<file path="src/msblt_pkg.sv">
// Shared types, constants and helpers of the masked sprite page blitter.
// No dependencies; every other file of the block uses this package.
`timescale 1ns / 1ps
`default_nettype none

package msblt_pkg;

	// default screen geometry
	localparam int SCREEN_WIDTH_DEF  = 128;
	localparam int SCREEN_HEIGHT_DEF = 64;

	// store address width that covers the largest screen (512 x 256 pixels)
	localparam int ADDR_W = 14;

	// depth of the job queue between front and back
	localparam int QUEUE_DEPTH = 4;

	// operation codes carried in tuser
	localparam logic [1:0] OP_SPRITE = 2'd0;
	localparam logic [1:0] OP_WRITE  = 2'd1;
	localparam logic [1:0] OP_READ   = 2'd2;

	// draw modes
	localparam logic [1:0] MODE_NORMAL = 2'd0;
	localparam logic [1:0] MODE_XOR    = 2'd1;

	// register indexes on the configuration port
	localparam logic [2:0] REG_POS_X       = 3'd0;
	localparam logic [2:0] REG_POS_Y       = 3'd1;
	localparam logic [2:0] REG_SPRITE_W    = 3'd2;
	localparam logic [2:0] REG_SPRITE_H    = 3'd3;
	localparam logic [2:0] REG_MIRROR_H    = 3'd4;
	localparam logic [2:0] REG_MIRROR_V    = 3'd5;
	localparam logic [2:0] REG_DRAW_MODE   = 3'd6;
	localparam logic [2:0] REG_HAS_MASK    = 3'd7;

	typedef logic [ADDR_W-1:0] addr_t;

	// configuration registers as seen by the front
	typedef struct packed {
		logic signed [8:0] pos_x;
		logic signed [7:0] pos_y;
		logic [7:0]        sprite_width;
		logic [7:0]        sprite_height;
		logic              mirror_h;
		logic              mirror_v;
		logic [1:0]        draw_mode;
		logic              has_mask;
	} cfg_t;

	// one store access: a read, or a read-modify-write merge
	typedef struct packed {
		logic       is_read;
		logic       rd_zero;
		logic       xor_mode;
		addr_t      addr;
		logic [7:0] data;
		logic [7:0] mask;
	} mem_op_t;

	// one queued job: one or two store accesses
	typedef struct packed {
		mem_op_t op_a;
		mem_op_t op_b;
		logic    two;
	} job_t;

	// reverse the bit order of a byte
	function automatic logic [7:0] rev8(input logic [7:0] v);
		logic [7:0] r;
		begin
			r = ((v & 8'hF0) >> 4) | ((v & 8'h0F) << 4);
			r = ((r & 8'hCC) >> 2) | ((r & 8'h33) << 2);
			r = ((r & 8'hAA) >> 1) | ((r & 8'h55) << 1);
			return r;
		end
	endfunction

endpackage

`default_nettype wire

</file>
<file path="src/msblt_queue.sv">
// Short job queue between the blitter front and back.
// Depends on msblt_pkg for the job type and depth.
`timescale 1ns / 1ps
`default_nettype none

module msblt_queue (
	input  wire                 clk,
	input  wire                 arst_n,
	input  wire                 push,
	input  msblt_pkg::job_t     push_job,
	output logic                full,
	input  wire                 pop,
	output logic                head_valid,
	output msblt_pkg::job_t     head_job
);

	localparam int Depth = msblt_pkg::QUEUE_DEPTH;
	localparam int PtrW  = (Depth > 1) ? $clog2(Depth) : 1;
	localparam int CntW  = $clog2(Depth + 1);

	msblt_pkg::job_t    entry_q [Depth];
	logic [PtrW-1:0]    wr_ptr_q;
	logic [PtrW-1:0]    rd_ptr_q;
	logic [CntW-1:0]    count_q;

	assign full       = (count_q == CntW'(Depth));
	assign head_valid = (count_q != '0);
	assign head_job   = entry_q[rd_ptr_q];

	// entry storage
	always_ff @(posedge clk) begin
		if (push) begin
			entry_q[wr_ptr_q] <= push_job;
		end
	end

	// pointers and fill count
	always_ff @(posedge clk or negedge arst_n) begin
		if (!arst_n) begin
			wr_ptr_q <= '0;
			rd_ptr_q <= '0;
			count_q  <= '0;
		end else begin
			if (push) begin
				wr_ptr_q <= (wr_ptr_q == PtrW'(Depth - 1)) ? '0 : wr_ptr_q + 1'b1;
			end
			if (pop) begin
				rd_ptr_q <= (rd_ptr_q == PtrW'(Depth - 1)) ? '0 : rd_ptr_q + 1'b1;
			end
			case ({push, pop})
				2'b10:   count_q <= count_q + 1'b1;
				2'b01:   count_q <= count_q - 1'b1;
				default: count_q <= count_q;
			endcase
		end
	end

endmodule

`default_nettype wire

</file>
<file path="config.mk">
export PLATFORM = sky130hd
export DESIGN_NAME = msblt_queue
export DESIGN_NICKNAME = d
export VERILOG_FILES = /design/src/msblt_pkg.sv /design/src/msblt_queue.sv
export SDC_FILE = /design/constraint.sdc
export NUM_CORES = 1
export LEC_CHECK = 0
export BUFFER_PORTS_ARGS = -buffer_cell sky130_fd_sc_hd__buf_2
export CAP_MARGIN = 20
export CORE_MARGIN = 2
export CORE_UTILIZATION = 35
export CTS_BUF_LIST = sky130_fd_sc_hd__clkbuf_4 sky130_fd_sc_hd__clkbuf_8 sky130_fd_sc_hd__clkbuf_16
export CTS_CLUSTER_SIZE = 14
export DETAILED_ROUTE_END_ITERATION = 10
export PLACE_DENSITY = 0.56
export SYNTH_ARGS = -nofsm -noshare
export SYNTH_HDL_FRONTEND = slang
export SYNTH_SLANG_ARGS = --single-unit
</file>
<file path="constraint.sdc">
create_clock -name clk -period 3.2 [get_ports clk]
set_input_delay 0.32 -clock clk [delete_from_list [all_inputs] [get_ports clk]]
set_output_delay 0.32 -clock clk [all_outputs]
set_load 0.01 [all_outputs]
</file>
==> impl_summary.log <==
INFO  metric outcome = finished, final reports clean
INFO  metric yosys_register_bits = 275
INFO  metric max_slew.worst_pin.slew = 0.593 ns
INFO  metric worstPathCellList = buf_4 -> mux4_2 -> buf_2
INFO  metric number_of_clock_sinks = 275
INFO  metric cts.clk_slew.worst_paths = 0.06 ns
INFO  metric crit_fanout = 21
INFO  metric hold_path.startpoint = push_job[20]
INFO  metric maxCapViolCount = 0
INFO  metric fp.dieArea = 30200 um2
INFO  metric clock_path_buffers = 3
INFO  metric power_per_cell_area = 862 nW/um2
INFO  metric timing.final.crit_period = 2.68 ns
INFO  metric std_cell_rows = 62
INFO  metric detailed_place_hpwl = 10700 um
INFO  metric mappedNetlistNets = 468
INFO  metric synth_cell_type_count = 20
INFO  metric cp_slowest_stage_delay = 0.68 ns
INFO  metric core-area = 28500 um2
INFO  metric slowest_stage = sky130_fd_sc_hd__dfrtp_4
INFO  metric dpl_cell_area = 11300 um2
INFO  metric worst_setup_path_start_kind = register
INFO  metric sequential_to_total_area_share_from_yosys_stat = 81.4%
INFO  metric number_of_buffers_added_on_ports = 139
INFO  metric max_slew_margin = 60.5%
INFO  metric first_pass_iters = 4
INFO  metric vias_per_cell = 4.65
INFO  metric syn-mean-instance-area = 25.9 um2
INFO  metric final_antenna_net_count = 0
INFO  metric largest_net_degree_at_the_start_of_global_routing = 44
INFO  metric maxSlewViolCount = 0
INFO  metric post_route_cells_drive_above_1_share = 42.3%
INFO  metric detailroute.wirelength.met2 = 9610 um
INFO  metric worstPathRequired = 2.88 ns
INFO  metric first_pass_grt_wire_length = 29700 um
INFO  metric grt_antenna_before_repair = 1
INFO  metric insertion_delay = 0.53 ns
INFO  metric rsz0062_at_grt = no
INFO  metric design_area = 12900 um2
INFO  metric grt_overflow_total = 0
INFO  metric layout.cells.most_common_list = 268 x sky130_fd_sc_hd__edfxtp_1, 139 x sky130_fd_sc_hd__buf_2, 67 x sky130_fd_sc_hd__mux4_2
INFO  metric cts_root_buffer = sky130_fd_sc_hd__clkbuf_16
INFO  metric top_layer = met4
INFO  metric setup_violations = 0
INFO  metric drtIter0Drc = 257
INFO  metric timing.final.crit_share = 83.7%
INFO  metric worst_ep_arrival_time = 2.36 ns
INFO  metric post_cts_resize_count = 0
INFO  metric vdd_ir_drop_max = 0.522 mV
INFO  metric initial_core_util = 35.4%
INFO  metric wl_met3 = 1290 um
INFO  metric worst_hold_path_type = in2reg
INFO  metric holdBufCountCts = 63
INFO  metric first_global_vias = 5299
INFO  metric layout_commonest_cell = sky130_fd_sc_hd__edfxtp_1
INFO  metric nets = 692
INFO  metric end_kind = output port
INFO  metric setup_tns_final = 0 ns
INFO  metric worstSetupStartpoint = rd_ptr_q[0]
INFO  metric synthesis.area = 10100 um2
INFO  metric cts_tree = yes
INFO  metric chipWidth = 174 um
INFO  metric groute.usage.overall = 12.7%
INFO  metric fp.dieH = 174 um
INFO  metric cells_on_worst_reg2reg_path = 4
INFO  metric report.final.hold_viol_count = 0
INFO  metric postCtsSetupBuffers = 0
INFO  metric routabilityCongestion = 0.662
INFO  metric holdPathStages = 1
INFO  metric met1_length = 7870 um
INFO  metric routed-via-count = 4736
INFO  metric worst-setup-path-type = reg2out
INFO  metric synth-warning-count = 0
INFO  metric fmaxAchievable = 374 MHz
INFO  metric numPlacedInstances = 904
INFO  metric timing.rr.start = wr_ptr_q[0]
INFO  metric layoutNonFillerInstCount = 1018
INFO  metric syn2layout_area_growth = 27.3%
INFO  metric h_tree_depth = 1
INFO  metric drt-total-wl = 19100 um
INFO  metric synthCells = 390
INFO  metric number_of_buffers_created_by_cts = 29
INFO  metric pin_count = 140
INFO  metric drcViolationCount = 0
INFO  metric skew = 0.00892 ns
INFO  metric routedWlPerCell = 18.8 um
INFO  metric static-leakage-power = 4.44 nW
-- flip-flops by register name (all words and copies together), names as in the netlist --
name      flops
rd_ptr_q      2
entry_q     268
wr_ptr_q      2
count_q       3
-- power by group --
group / switching, mW / total (mW) / internal [mW]
logic: 1.47 / 2.92 / 1.46
clock network: 1.28 / 3.24 / 1.96
registers: 0.300 / 4.92 / 4.62
total: 3.05 / 11.1 / 8.04
-- layer usage --
| layer | global-route usage [%] | vias to the layer above |
|---|---|---|
| li1 | - | 2114 |
| met1 | 15.5 | 2467 |
| met2 | 22.4 | 125 |
| met3 | 3.42 | 30 |
| met4 | 3.29 | 0 |
| met5 | 0 | - |
-- worst max-delay path: cells and delay by family (launching register included) --
family,cells,cell delay (ns)
DFF,1,0.68
muxes,1,0.57
buffers and inverters,2,0.57
-- cell usage after synthesis, drive strengths merged --
cell type,n,area (um2)
o21ai,3,15.0
fa,1,20.0
ha,6,75.1
and2,4,25.0
nor2,2,7.51
nand2,2,7.51
xor2,2,17.5
inv,6,22.5
edfxtp,268,8050
clkbuf,3,11.3
and3,1,6.26
dfrtp,7,175
mux4,67,1510
xnor2,1,8.76
or3,2,12.5
buf,13,114
mux2,2,22.5
-- path summary, 6_finish.rpt --
path,end,slack [ns]
setup / recovery,head_job[6],0.52
hold / removal,entry_q[2][20],0.02
setup reg to reg,entry_q[2][18],1.40
hold reg to reg,count_q[2],0.51
max in group asynchronous,rd_ptr_q[0],2.85
min in group asynchronous,count_q[2],0.16
-- final cells by class --
class | instances | area [um2]
sequential | 275 | 8230
clock buffer | 37 | 786
fill | 2482 | 15700
tap | 384 | 480
timing repair buffer | 209 | 1450
clock inverter | 13 | 140
antenna | 1 | 2.50
multi-input combinational | 93 | 1740
inverter | 6 | 22.5
-- cell families (layout without fill, tap and decap cells) --
| family | after synthesis | count (layout) | synth area share [%] |
|---|---|---|---|
| XOR/XNOR | 3 | 3 | 0.260 |
| adder cells (fa/ha/maj) | 7 | 7 | 0.942 |
| AO/OA/AOI/OAI | 3 | 3 | 0.149 |
| flip-flops | 275 | 275 | 81.4 |
| AND/OR/NAND/NOR | 11 | 11 | 0.582 |
| other | 0 | 1 | 0 |
| buffers and inverters | 22 | 265 | 1.46 |
| multiplexers | 69 | 69 | 15.2 |
-- per-stage QoR --
step | setup slack, ns | util [%] | total power, mW | hold slack, ns
5_1_grt | 0.328 | 45.0 | 11.7 | 0.00400
4_1_cts | 0.423 | 45.0 | 11.3 | 0.000311
2_1_floorplan | 0.581 | - | 6.87 | 0.0244
3_5_place_dp | 0.993 | 39.6 | 7.98 | 0.169
3_3_place_gp | 0.999 | 39.6 | 7.91 | 0.164
6_report | 0.523 | 45.0 | 11.1 | 0.0248
No activity file was read; power rests on OpenSTA's default activity.
