### src/msblt_pkg.sv
// Shared types, constants and helpers of the masked sprite page blitter.
// No dependencies; every other file of the block uses this package.
`timescale 1ns / 1ps
`default_nettype none

package msblt_pkg;

	// default screen geometry
	localparam int SCREEN_WIDTH_DEF  = 128;
	localparam int SCREEN_HEIGHT_DEF = 64;

	// store address width that covers the largest screen (512 x 256 pixels)
	localparam int ADDR_W = 14;

	// depth of the job queue between front and back
	localparam int QUEUE_DEPTH = 4;

	// operation codes carried in tuser
	localparam logic [1:0] OP_SPRITE = 2'd0;
	localparam logic [1:0] OP_WRITE  = 2'd1;
	localparam logic [1:0] OP_READ   = 2'd2;

	// draw modes
	localparam logic [1:0] MODE_NORMAL = 2'd0;
	localparam logic [1:0] MODE_XOR    = 2'd1;

	// register indexes on the configuration port
	localparam logic [2:0] REG_POS_X       = 3'd0;
	localparam logic [2:0] REG_POS_Y       = 3'd1;
	localparam logic [2:0] REG_SPRITE_W    = 3'd2;
	localparam logic [2:0] REG_SPRITE_H    = 3'd3;
	localparam logic [2:0] REG_MIRROR_H    = 3'd4;
	localparam logic [2:0] REG_MIRROR_V    = 3'd5;
	localparam logic [2:0] REG_DRAW_MODE   = 3'd6;
	localparam logic [2:0] REG_HAS_MASK    = 3'd7;

	typedef logic [ADDR_W-1:0] addr_t;

	// configuration registers as seen by the front
	typedef struct packed {
		logic signed [8:0] pos_x;
		logic signed [7:0] pos_y;
		logic [7:0]        sprite_width;
		logic [7:0]        sprite_height;
		logic              mirror_h;
		logic              mirror_v;
		logic [1:0]        draw_mode;
		logic              has_mask;
	} cfg_t;

	// one store access: a read, or a read-modify-write merge
	typedef struct packed {
		logic       is_read;
		logic       rd_zero;
		logic       xor_mode;
		addr_t      addr;
		logic [7:0] data;
		logic [7:0] mask;
	} mem_op_t;

	// one queued job: one or two store accesses
	typedef struct packed {
		mem_op_t op_a;
		mem_op_t op_b;
		logic    two;
	} job_t;

	// reverse the bit order of a byte
	function automatic logic [7:0] rev8(input logic [7:0] v);
		logic [7:0] r;
		begin
			r = ((v & 8'hF0) >> 4) | ((v & 8'h0F) << 4);
			r = ((r & 8'hCC) >> 2) | ((r & 8'h33) << 2);
			r = ((r & 8'hAA) >> 1) | ((r & 8'h55) << 1);
			return r;
		end
	endfunction

endpackage

`default_nettype wire

### src/msblt_front.sv
// Blitter front: accepts input transfers, keeps the sprite stream counters and
// turns each item that touches the screen, and every read, into a job of store accesses. Depends on msblt_pkg.
`timescale 1ns / 1ps
`default_nettype none

module msblt_front #(
	parameter int SCREEN_WIDTH  = msblt_pkg::SCREEN_WIDTH_DEF,
	parameter int SCREEN_HEIGHT = msblt_pkg::SCREEN_HEIGHT_DEF
) (
	input  wire                 clk,
	input  wire                 arst_n,
	input  msblt_pkg::cfg_t     cfg,
	input  wire                 in_valid,
	output logic                in_ready,
	input  wire  [1:0]          operation,
	input  wire  [7:0]          sprite_byte,
	input  wire  [7:0]          mask_byte,
	input  wire  [9:0]          fb_address,
	input  wire  [7:0]          fb_data,
	input  wire                 queue_full,
	output logic                job_push,
	output msblt_pkg::job_t     job
);

	localparam int ScreenPages = SCREEN_HEIGHT / 8;
	localparam int FbBytes     = SCREEN_WIDTH * ScreenPages;

	logic [7:0]  src_column_q;
	logic [4:0]  src_page_q;

	logic [8:0]  pages_sum;
	logic [5:0]  pages;
	logic        empty;
	logic [7:0]  col;
	logic [4:0]  pg;
	logic [7:0]  mask_v;
	logic [7:0]  data_v;
	logic [7:0]  data_m;
	logic [7:0]  mask_m;
	logic [2:0]  yo;
	logic [7:0]  dcol;
	logic [5:0]  dpage_full;
	logic [4:0]  dpage;
	logic [6:0]  row0;
	logic [6:0]  row1;
	logic [9:0]  scol;
	logic        col_ok;
	logic        row0_ok;
	logic        row1_ok;
	logic        a_ok;
	logic        b_ok;
	logic [15:0] bits;
	logic [15:0] mbits;
	msblt_pkg::addr_t addr0;
	msblt_pkg::addr_t addr1;
	msblt_pkg::mem_op_t op0;
	msblt_pkg::mem_op_t op1;
	logic [8:0]  col_inc;
	logic [5:0]  pg_inc;
	logic [7:0]  col_next;
	logic [4:0]  pg_next;
	logic        fb_in_range;
	logic        job_ok;
	logic        accept;

	assign in_ready = !queue_full;
	assign accept   = in_valid && in_ready;

	// sprite geometry and source position
	always_comb begin
		pages_sum = {1'b0, cfg.sprite_height} + 9'd7;
		pages     = pages_sum[8:3];
		empty     = (cfg.sprite_width == 8'd0) || (pages == 6'd0);
		col       = (src_column_q >= cfg.sprite_width) ? 8'd0 : src_column_q;
		pg        = ({1'b0, src_page_q} >= pages) ? 5'd0 : src_page_q;
	end

	// data and mask after draw mode and vertical mirroring
	always_comb begin
		mask_v = cfg.has_mask ? mask_byte : 8'hFF;
		data_v = (cfg.draw_mode != msblt_pkg::MODE_NORMAL) ? (~sprite_byte & mask_v)
			: sprite_byte;
		data_m = cfg.mirror_v ? msblt_pkg::rev8(data_v) : data_v;
		mask_m = cfg.mirror_v ? msblt_pkg::rev8(mask_v) : mask_v;
		yo     = cfg.pos_y[2:0];
		bits   = {8'd0, data_m} << yo;
		mbits  = {8'd0, mask_m} << yo;
	end

	// destination column and pages with clipping
	always_comb begin
		dcol       = cfg.mirror_h ? (cfg.sprite_width - 8'd1 - col) : col;
		dpage_full = cfg.mirror_v ? (pages - 6'd1 - {1'b0, pg}) : {1'b0, pg};
		dpage      = dpage_full[4:0];
		row0       = {{2{cfg.pos_y[7]}}, cfg.pos_y[7:3]} + {2'b00, dpage};
		row1       = row0 + 7'd1;
		scol       = {cfg.pos_x[8], cfg.pos_x} + {2'b00, dcol};
		col_ok     = !scol[9] && (scol < 10'(SCREEN_WIDTH));
		row0_ok    = !row0[6] && (row0 < 7'(ScreenPages));
		row1_ok    = !row1[6] && (row1 < 7'(ScreenPages)) && (yo != 3'd0);
		a_ok       = col_ok && row0_ok;
		b_ok       = col_ok && row1_ok;
		addr0      = msblt_pkg::addr_t'(row0[5:0]) * msblt_pkg::addr_t'(SCREEN_WIDTH)
			+ msblt_pkg::addr_t'(scol[8:0]);
		addr1      = msblt_pkg::addr_t'(row1[5:0]) * msblt_pkg::addr_t'(SCREEN_WIDTH)
			+ msblt_pkg::addr_t'(scol[8:0]);
	end

	// merge accesses for the two touched pages
	always_comb begin
		op0.is_read  = 1'b0;
		op0.rd_zero  = 1'b0;
		op0.xor_mode = (cfg.draw_mode == msblt_pkg::MODE_XOR);
		op0.addr     = addr0;
		op0.data     = bits[7:0];
		op0.mask     = mbits[7:0];
		op1          = op0;
		op1.addr     = addr1;
		op1.data     = bits[15:8];
		op1.mask     = mbits[15:8];
	end

	// stream counter advance
	always_comb begin
		col_inc = {1'b0, col} + 9'd1;
		pg_inc  = {1'b0, pg} + 6'd1;
		if (col_inc >= {1'b0, cfg.sprite_width}) begin
			col_next = 8'd0;
			pg_next  = (pg_inc >= pages) ? 5'd0 : pg_inc[4:0];
		end else begin
			col_next = col_inc[7:0];
			pg_next  = pg;
		end
	end

	// classify the item and build its job
	always_comb begin
		fb_in_range         = (msblt_pkg::addr_t'(fb_address) < msblt_pkg::addr_t'(FbBytes));
		job.op_a            = op0;
		job.op_b            = op1;
		job.two             = 1'b0;
		job_ok              = 1'b0;
		case (operation)
			msblt_pkg::OP_SPRITE: begin
				job.op_a = a_ok ? op0 : op1;
				job.two  = a_ok && b_ok;
				job_ok   = !empty && (a_ok || b_ok);
			end
			msblt_pkg::OP_WRITE: begin
				job.op_a.addr     = msblt_pkg::addr_t'(fb_address);
				job.op_a.data     = fb_data;
				job.op_a.mask     = 8'hFF;
				job.op_a.xor_mode = 1'b0;
				job_ok            = fb_in_range;
			end
			msblt_pkg::OP_READ: begin
				job.op_a.is_read  = 1'b1;
				job.op_a.rd_zero  = !fb_in_range;
				job.op_a.addr     = msblt_pkg::addr_t'(fb_address);
				job.op_a.xor_mode = 1'b0;
				job_ok            = 1'b1;
			end
			default: begin
				job_ok = 1'b0;
			end
		endcase
		job_push = accept && job_ok;
	end

	// source column and page of the next sprite byte
	always_ff @(posedge clk or negedge arst_n) begin
		if (!arst_n) begin
			src_column_q <= 8'd0;
			src_page_q   <= 5'd0;
		end else if (accept && (operation == msblt_pkg::OP_SPRITE)) begin
			if (empty) begin
				src_column_q <= 8'd0;
				src_page_q   <= 5'd0;
			end else begin
				src_column_q <= col_next;
				src_page_q   <= pg_next;
			end
		end
	end

endmodule

`default_nettype wire

### config.mk
export PLATFORM = sky130hd
export DESIGN_NAME = msblt_front
export DESIGN_NICKNAME = d
export VERILOG_FILES = /design/src/msblt_pkg.sv /design/src/msblt_front.sv
export SDC_FILE = /design/constraint.sdc
export NUM_CORES = 1
export LEC_CHECK = 0
export ABC_AREA = 1
export ABC_CLOCK_PERIOD_IN_PS = 17800
export BUFFER_PORTS_ARGS = -buffer_cell sky130_fd_sc_hd__buf_4
export CAP_MARGIN = 20
export CORE_MARGIN = 1
export CORE_UTILIZATION = 50
export DETAILED_ROUTE_END_ITERATION = 6
export HOLD_SLACK_MARGIN = 0.02
export PLACE_DENSITY = 0.8
export SLEW_MARGIN = 0
export SYNTH_ARGS = -nofsm -noshare
export SYNTH_HDL_FRONTEND = slang
export SYNTH_SLANG_ARGS = --single-unit
export TNS_END_PERCENT = 20
### constraint.sdc
create_clock -name clk -period 17.8 [get_ports clk]
set_input_delay 3.56 -clock clk [delete_from_list [all_inputs] [get_ports clk]]
set_output_delay 3.56 -clock clk [all_outputs]
set_load 0.005 [all_outputs]
==> results.md <==
Run status:
- The flow ran to the end, and the final reports show no timing, DRC or antenna violations.

Placed design:
- Including well taps, the total number of placed cells is 1145.
- The weighted congestion reported at the end of routability-driven placement is 0.9095.
- The HPWL after detailed placement is 11.86 mm.
- Buffers placed on the I/O ports in this run total 141.

Floorplan:
- The region available for standard cell placement spans 9864 µm².
- The area of the die is 10650 µm².
- In this run the core area contains 36 standard-cell rows.
- The effective utilization at floorplan is 51.89%.
- The floorplan die height is 103.2 µm.
- The I/O pin total is 147.
- The die is 103.2 µm wide.

Timing:
- The max-slew violation count is 0.
- The clock period could shrink to 12070 ps.
- On the final layout, the worst clock skew is 1.589 ps.
- The summed negative setup slack over all endpoints is 0 ps.
- The count of final hold-check violations is 0.
- The share of the cycle needed by the critical path after routing is 67.79%.
- Setup repair after global routing left no endpoint under its margin.
- The maximum frequency from static timing analysis is 82.87 MHz.
- The worst pin sits at a relative slew slack of 56.45%.
- The final setup violation count is 0.
- The transition time at the pin with the least slew margin is 652.6 ps.

Layout:
- The count of nets after finishing is 1164.
- Leaving out fill and tap cells, the most frequent cells in the layout are sky130_fd_sc_hd__nand2_1, sky130_fd_sc_hd__buf_4, sky130_fd_sc_hd__inv_1, sky130_fd_sc_hd__nand3_1, sky130_fd_sc_hd__ha_1.
- From synthesis to final layout, the design area changed by 22.20%.
- The final-layout fill cell count is 963.
- Leaving out filler cells and counting taps, the final layout contains 1149.
- The ratio of cells with drive above 1 in the final layout is 19.88%.
- The library cell used most frequently in the layout, excluding fill and tap cells, is sky130_fd_sc_hd__nand2_1.
- The diode insertion count for antenna repair is 0.

Power:
- The reported leakage power is 3.640 nW.
- In this run the power density over the cells is 64.17 nW/µm².
- The worst-case IR drop observed on VDD is 0.05772 mV.

Drt:
- The final layout contains routed wiring with a total length of 14.03 mm.
- The average wire per standard cell is 12.21 µm.
- The via count is 5903.
- The detail route stage leaves a number of antenna-violating nets equal to 0.
- In the routed layout, each cell is associated on average with a via count of 5.138.
- In the routed design, unresolved DRC markers number 0.
- After the first detailed-routing iteration, the DRC count stood at 315.
- The number of iterations in the first detailed-routing pass is 5.

Clock tree:
- TritonCTS built the clock tree.
- The cell chosen for the clock root is sky130_fd_sc_hd__clkbuf_8.
- The clock buffer count from CTS is 3.
- The number of setup buffers added after CTS is 0.
- CTS built an H-tree with a depth of 1.
- For this design, the CTS-stage hold fixing added 0 buffers.
- The clock latency on the worst-skew pair is 240 ps.
- Once the clock tree was built, the resizer swapped 0 gates to a different size.
- The clock drives 13 sinks.
- The clock transition at the registers of the reported paths is 50 ps.
- In this run the deepest clock path goes through 2 buffers.

Hold path:
- The worst min-delay path category is register to register.
- The startpoint of the tightest hold check path is src_column_q[5].

Critical path:
- STA classifies the critical path startpoint as an input port.
- The cell class contributing the biggest share of worst-path delay is adder cells.
- The largest driver fanout on the critical path is 8.
- Together, buffers and inverters on the worst path number 7.
- The critical path in this run is classified as input port to output pin.
- The startpoint of the most critical register-to-register path is src_column_q[7].
- The start point of the critical path is cfg[20].
- The largest single stage delay on the critical path is 420 ps.
- The element type at the critical path end is an output pin.
- The critical-path cell with the highest stage delay is sky130_fd_sc_hd__fa_1.
- The required time of the critical path is 14240 ps.
- The arrival time at the worst endpoint is 8510 ps.
- The most prevalent standard cell on the critical path is sky130_fd_sc_hd__inv_1.

Logic synthesis:
- The area share of and/or/nand/nor cells after synthesis is 43.93%.
- The post-synthesis xor/xnor area fraction is 4.424%.
- The synthesized netlist devotes 17.75% of its cell area to adder and majority cells.
- The count of different cell masters after synthesis is 48.
- Counting every instance in the synthesized netlist gives 896.
- Of the post-synthesis cell area, the part taken by muxes is 0.1956%.
- The post-synthesis area per instance is 5.713 µm².
- Sequential cells were found to cover 6.355% of the synthesized design area.
- The synthesized netlist devotes 14.03% of its cell area to compound gates.
- The proportion of synthesized flip-flops having asynchronous set or reset is 100.0%.
- The cell area after synthesis is 5119 µm².
- The dominant combinational cell family by area after synthesis is simple AND/OR/NAND/NOR gates.
- The most used flip-flop cell after synthesis is sky130_fd_sc_hd__dfrtp_1.
- After synthesis the netlist holds a flip-flop and latch count of 13.
- Yosys printed 0 warnings.
- The count of flip-flops with a built-in enable after synthesis is 0.

GRT:
- The wire length of the first global-routing pass is 22.60 mm.
- The via count of the first global-routing pass is 5115.
- Entering global routing, the biggest net connects 25 pins.
- For this run the aggregate overflow at the end of global routing stands at 0.
- The number of antenna violations at the first check in global routing is 0.
- The total track usage is 25.78%.

Job:
- The number of violations of the max-capacitance limit is 0.
==> metrics by stage <==
stage,power [mW],utilization [%],setup WS (ps),hold slack [ps],instance area [µm²]
after floorplan,0.2558,-,6300,471.2,5134
after global placement,0.3692,62.95,5917,490.1,6210
after detailed placement,0.3731,62.95,5782,504.4,6210
after CTS,0.4006,63.41,5758,516.3,6255
after global routing,0.4486,63.41,5242,533.3,6255
final,0.4014,63.41,5733,518.0,6255
==> path summary, 6_finish.rpt <==
check | slack (ps) | endpoint | cells past startpoint
worst max-delay path | 5730 | job[59] | 32
worst min-delay path | 520 | src_column_q[5] | 2
worst max register to register | 13820 | src_column_q[4] | 20
worst min register to register | 520 | src_column_q[5] | 2
max in group asynchronous | 14490 | src_column_q[1] | 1
min in group asynchronous | 3150 | src_column_q[6] | 1
==> final cells by class <==
cell class	instances	area [µm²]	area share, %
multi-input combinational	717	4130	66.03
inverter	141	529.3	8.462
tap	133	166.4	2.661
timing repair buffer	141	1059	16.92
clock buffer	4	45.04	0.7201
sequential	13	325.3	5.201
==> cells by family (layout without fill, tap and decap cells) <==
logic type,Yosys count,count (layout)
compound gates,129,129
buf+inv,170,286
mux,1,1
other cells,1,5
fa+ha+maj,69,69
flops,13,13
simple gates,488,488
xor+xnor,25,25
==> flip-flops by register name, indices dropped and copies added (netlist names) <==
signal	count
src_page_q	5
src_column_q	8
==> tightest hold or removal path: stages (launching register included) <==
cell                      delay [ps]
sky130_fd_sc_hd__dfrtp_1         360
sky130_fd_sc_hd__nand2_1          60
sky130_fd_sc_hd__nand2_1          60
==> per-layer routing <==
layer / GRT usage [%] / vias to the layer above / part of all wire (%)
met5: 0 / - / 0
met4: 4.334 / 0 / 0.61
met3: 1.411 / 8 / 5.8
met2: 42.72 / 174 / 45
met1: 37.44 / 2591 / 49
li1: - / 3130 / -
==> report_power, final <==
group          internal, mW  total [mW]  switching (mW)
Clock                0.0157      0.0252         0.00948
Sequential           0.0339      0.0388         0.00485
Combinational         0.148       0.337           0.190
Total                 0.197       0.401           0.204
==> cell usage after synthesis, types with 2 or more instances <==
cell type	instances	share of area, %
sky130_fd_sc_hd__buf_2	5	0.49
sky130_fd_sc_hd__nand4_1	12	1.5
sky130_fd_sc_hd__nor2_1	42	3.1
sky130_fd_sc_hd__fa_1	6	2.3
sky130_fd_sc_hd__nor3b_2	2	0.49
sky130_fd_sc_hd__xnor2_1	4	0.68
sky130_fd_sc_hd__o21ai_2	3	0.51
sky130_fd_sc_hd__buf_1	4	0.29
sky130_fd_sc_hd__clkinv_1	3	0.22
sky130_fd_sc_hd__o21ai_0	62	6.1
sky130_fd_sc_hd__o21a_1	2	0.29
sky130_fd_sc_hd__a21oi_1	36	3.5
sky130_fd_sc_hd__o21ai_1	9	0.88
sky130_fd_sc_hd__a21o_1	3	0.44
sky130_fd_sc_hd__o211ai_1	5	0.73
sky130_fd_sc_hd__buf_6	2	0.44
sky130_fd_sc_hd__nor2_8	2	0.78
sky130_fd_sc_hd__nand2_2	13	1.6
sky130_fd_sc_hd__nand3_1	103	10
sky130_fd_sc_hd__ha_1	63	15
sky130_fd_sc_hd__nor2_2	8	0.98
sky130_fd_sc_hd__a21oi_2	2	0.34
sky130_fd_sc_hd__inv_1	133	9.8
sky130_fd_sc_hd__nand2_1	276	20
sky130_fd_sc_hd__a31oi_1	2	0.24
sky130_fd_sc_hd__nor3_1	5	0.49
sky130_fd_sc_hd__o211ai_2	3	0.73
sky130_fd_sc_hd__nor4_1	2	0.24
sky130_fd_sc_hd__nor2_4	4	0.88
sky130_fd_sc_hd__or2_1	2	0.24
sky130_fd_sc_hd__dfrtp_1	13	6.4
sky130_fd_sc_hd__inv_2	5	0.37
sky130_fd_sc_hd__nand3_2	6	1.2
sky130_fd_sc_hd__buf_4	5	0.73
sky130_fd_sc_hd__or2_2	4	0.49
sky130_fd_sc_hd__clkbuf_1	13	0.95
sky130_fd_sc_hd__xor2_1	20	3.4
sky130_fd_sc_hd__nand3b_1	2	0.29
No activity file was read; power rests on OpenSTA's default activity.
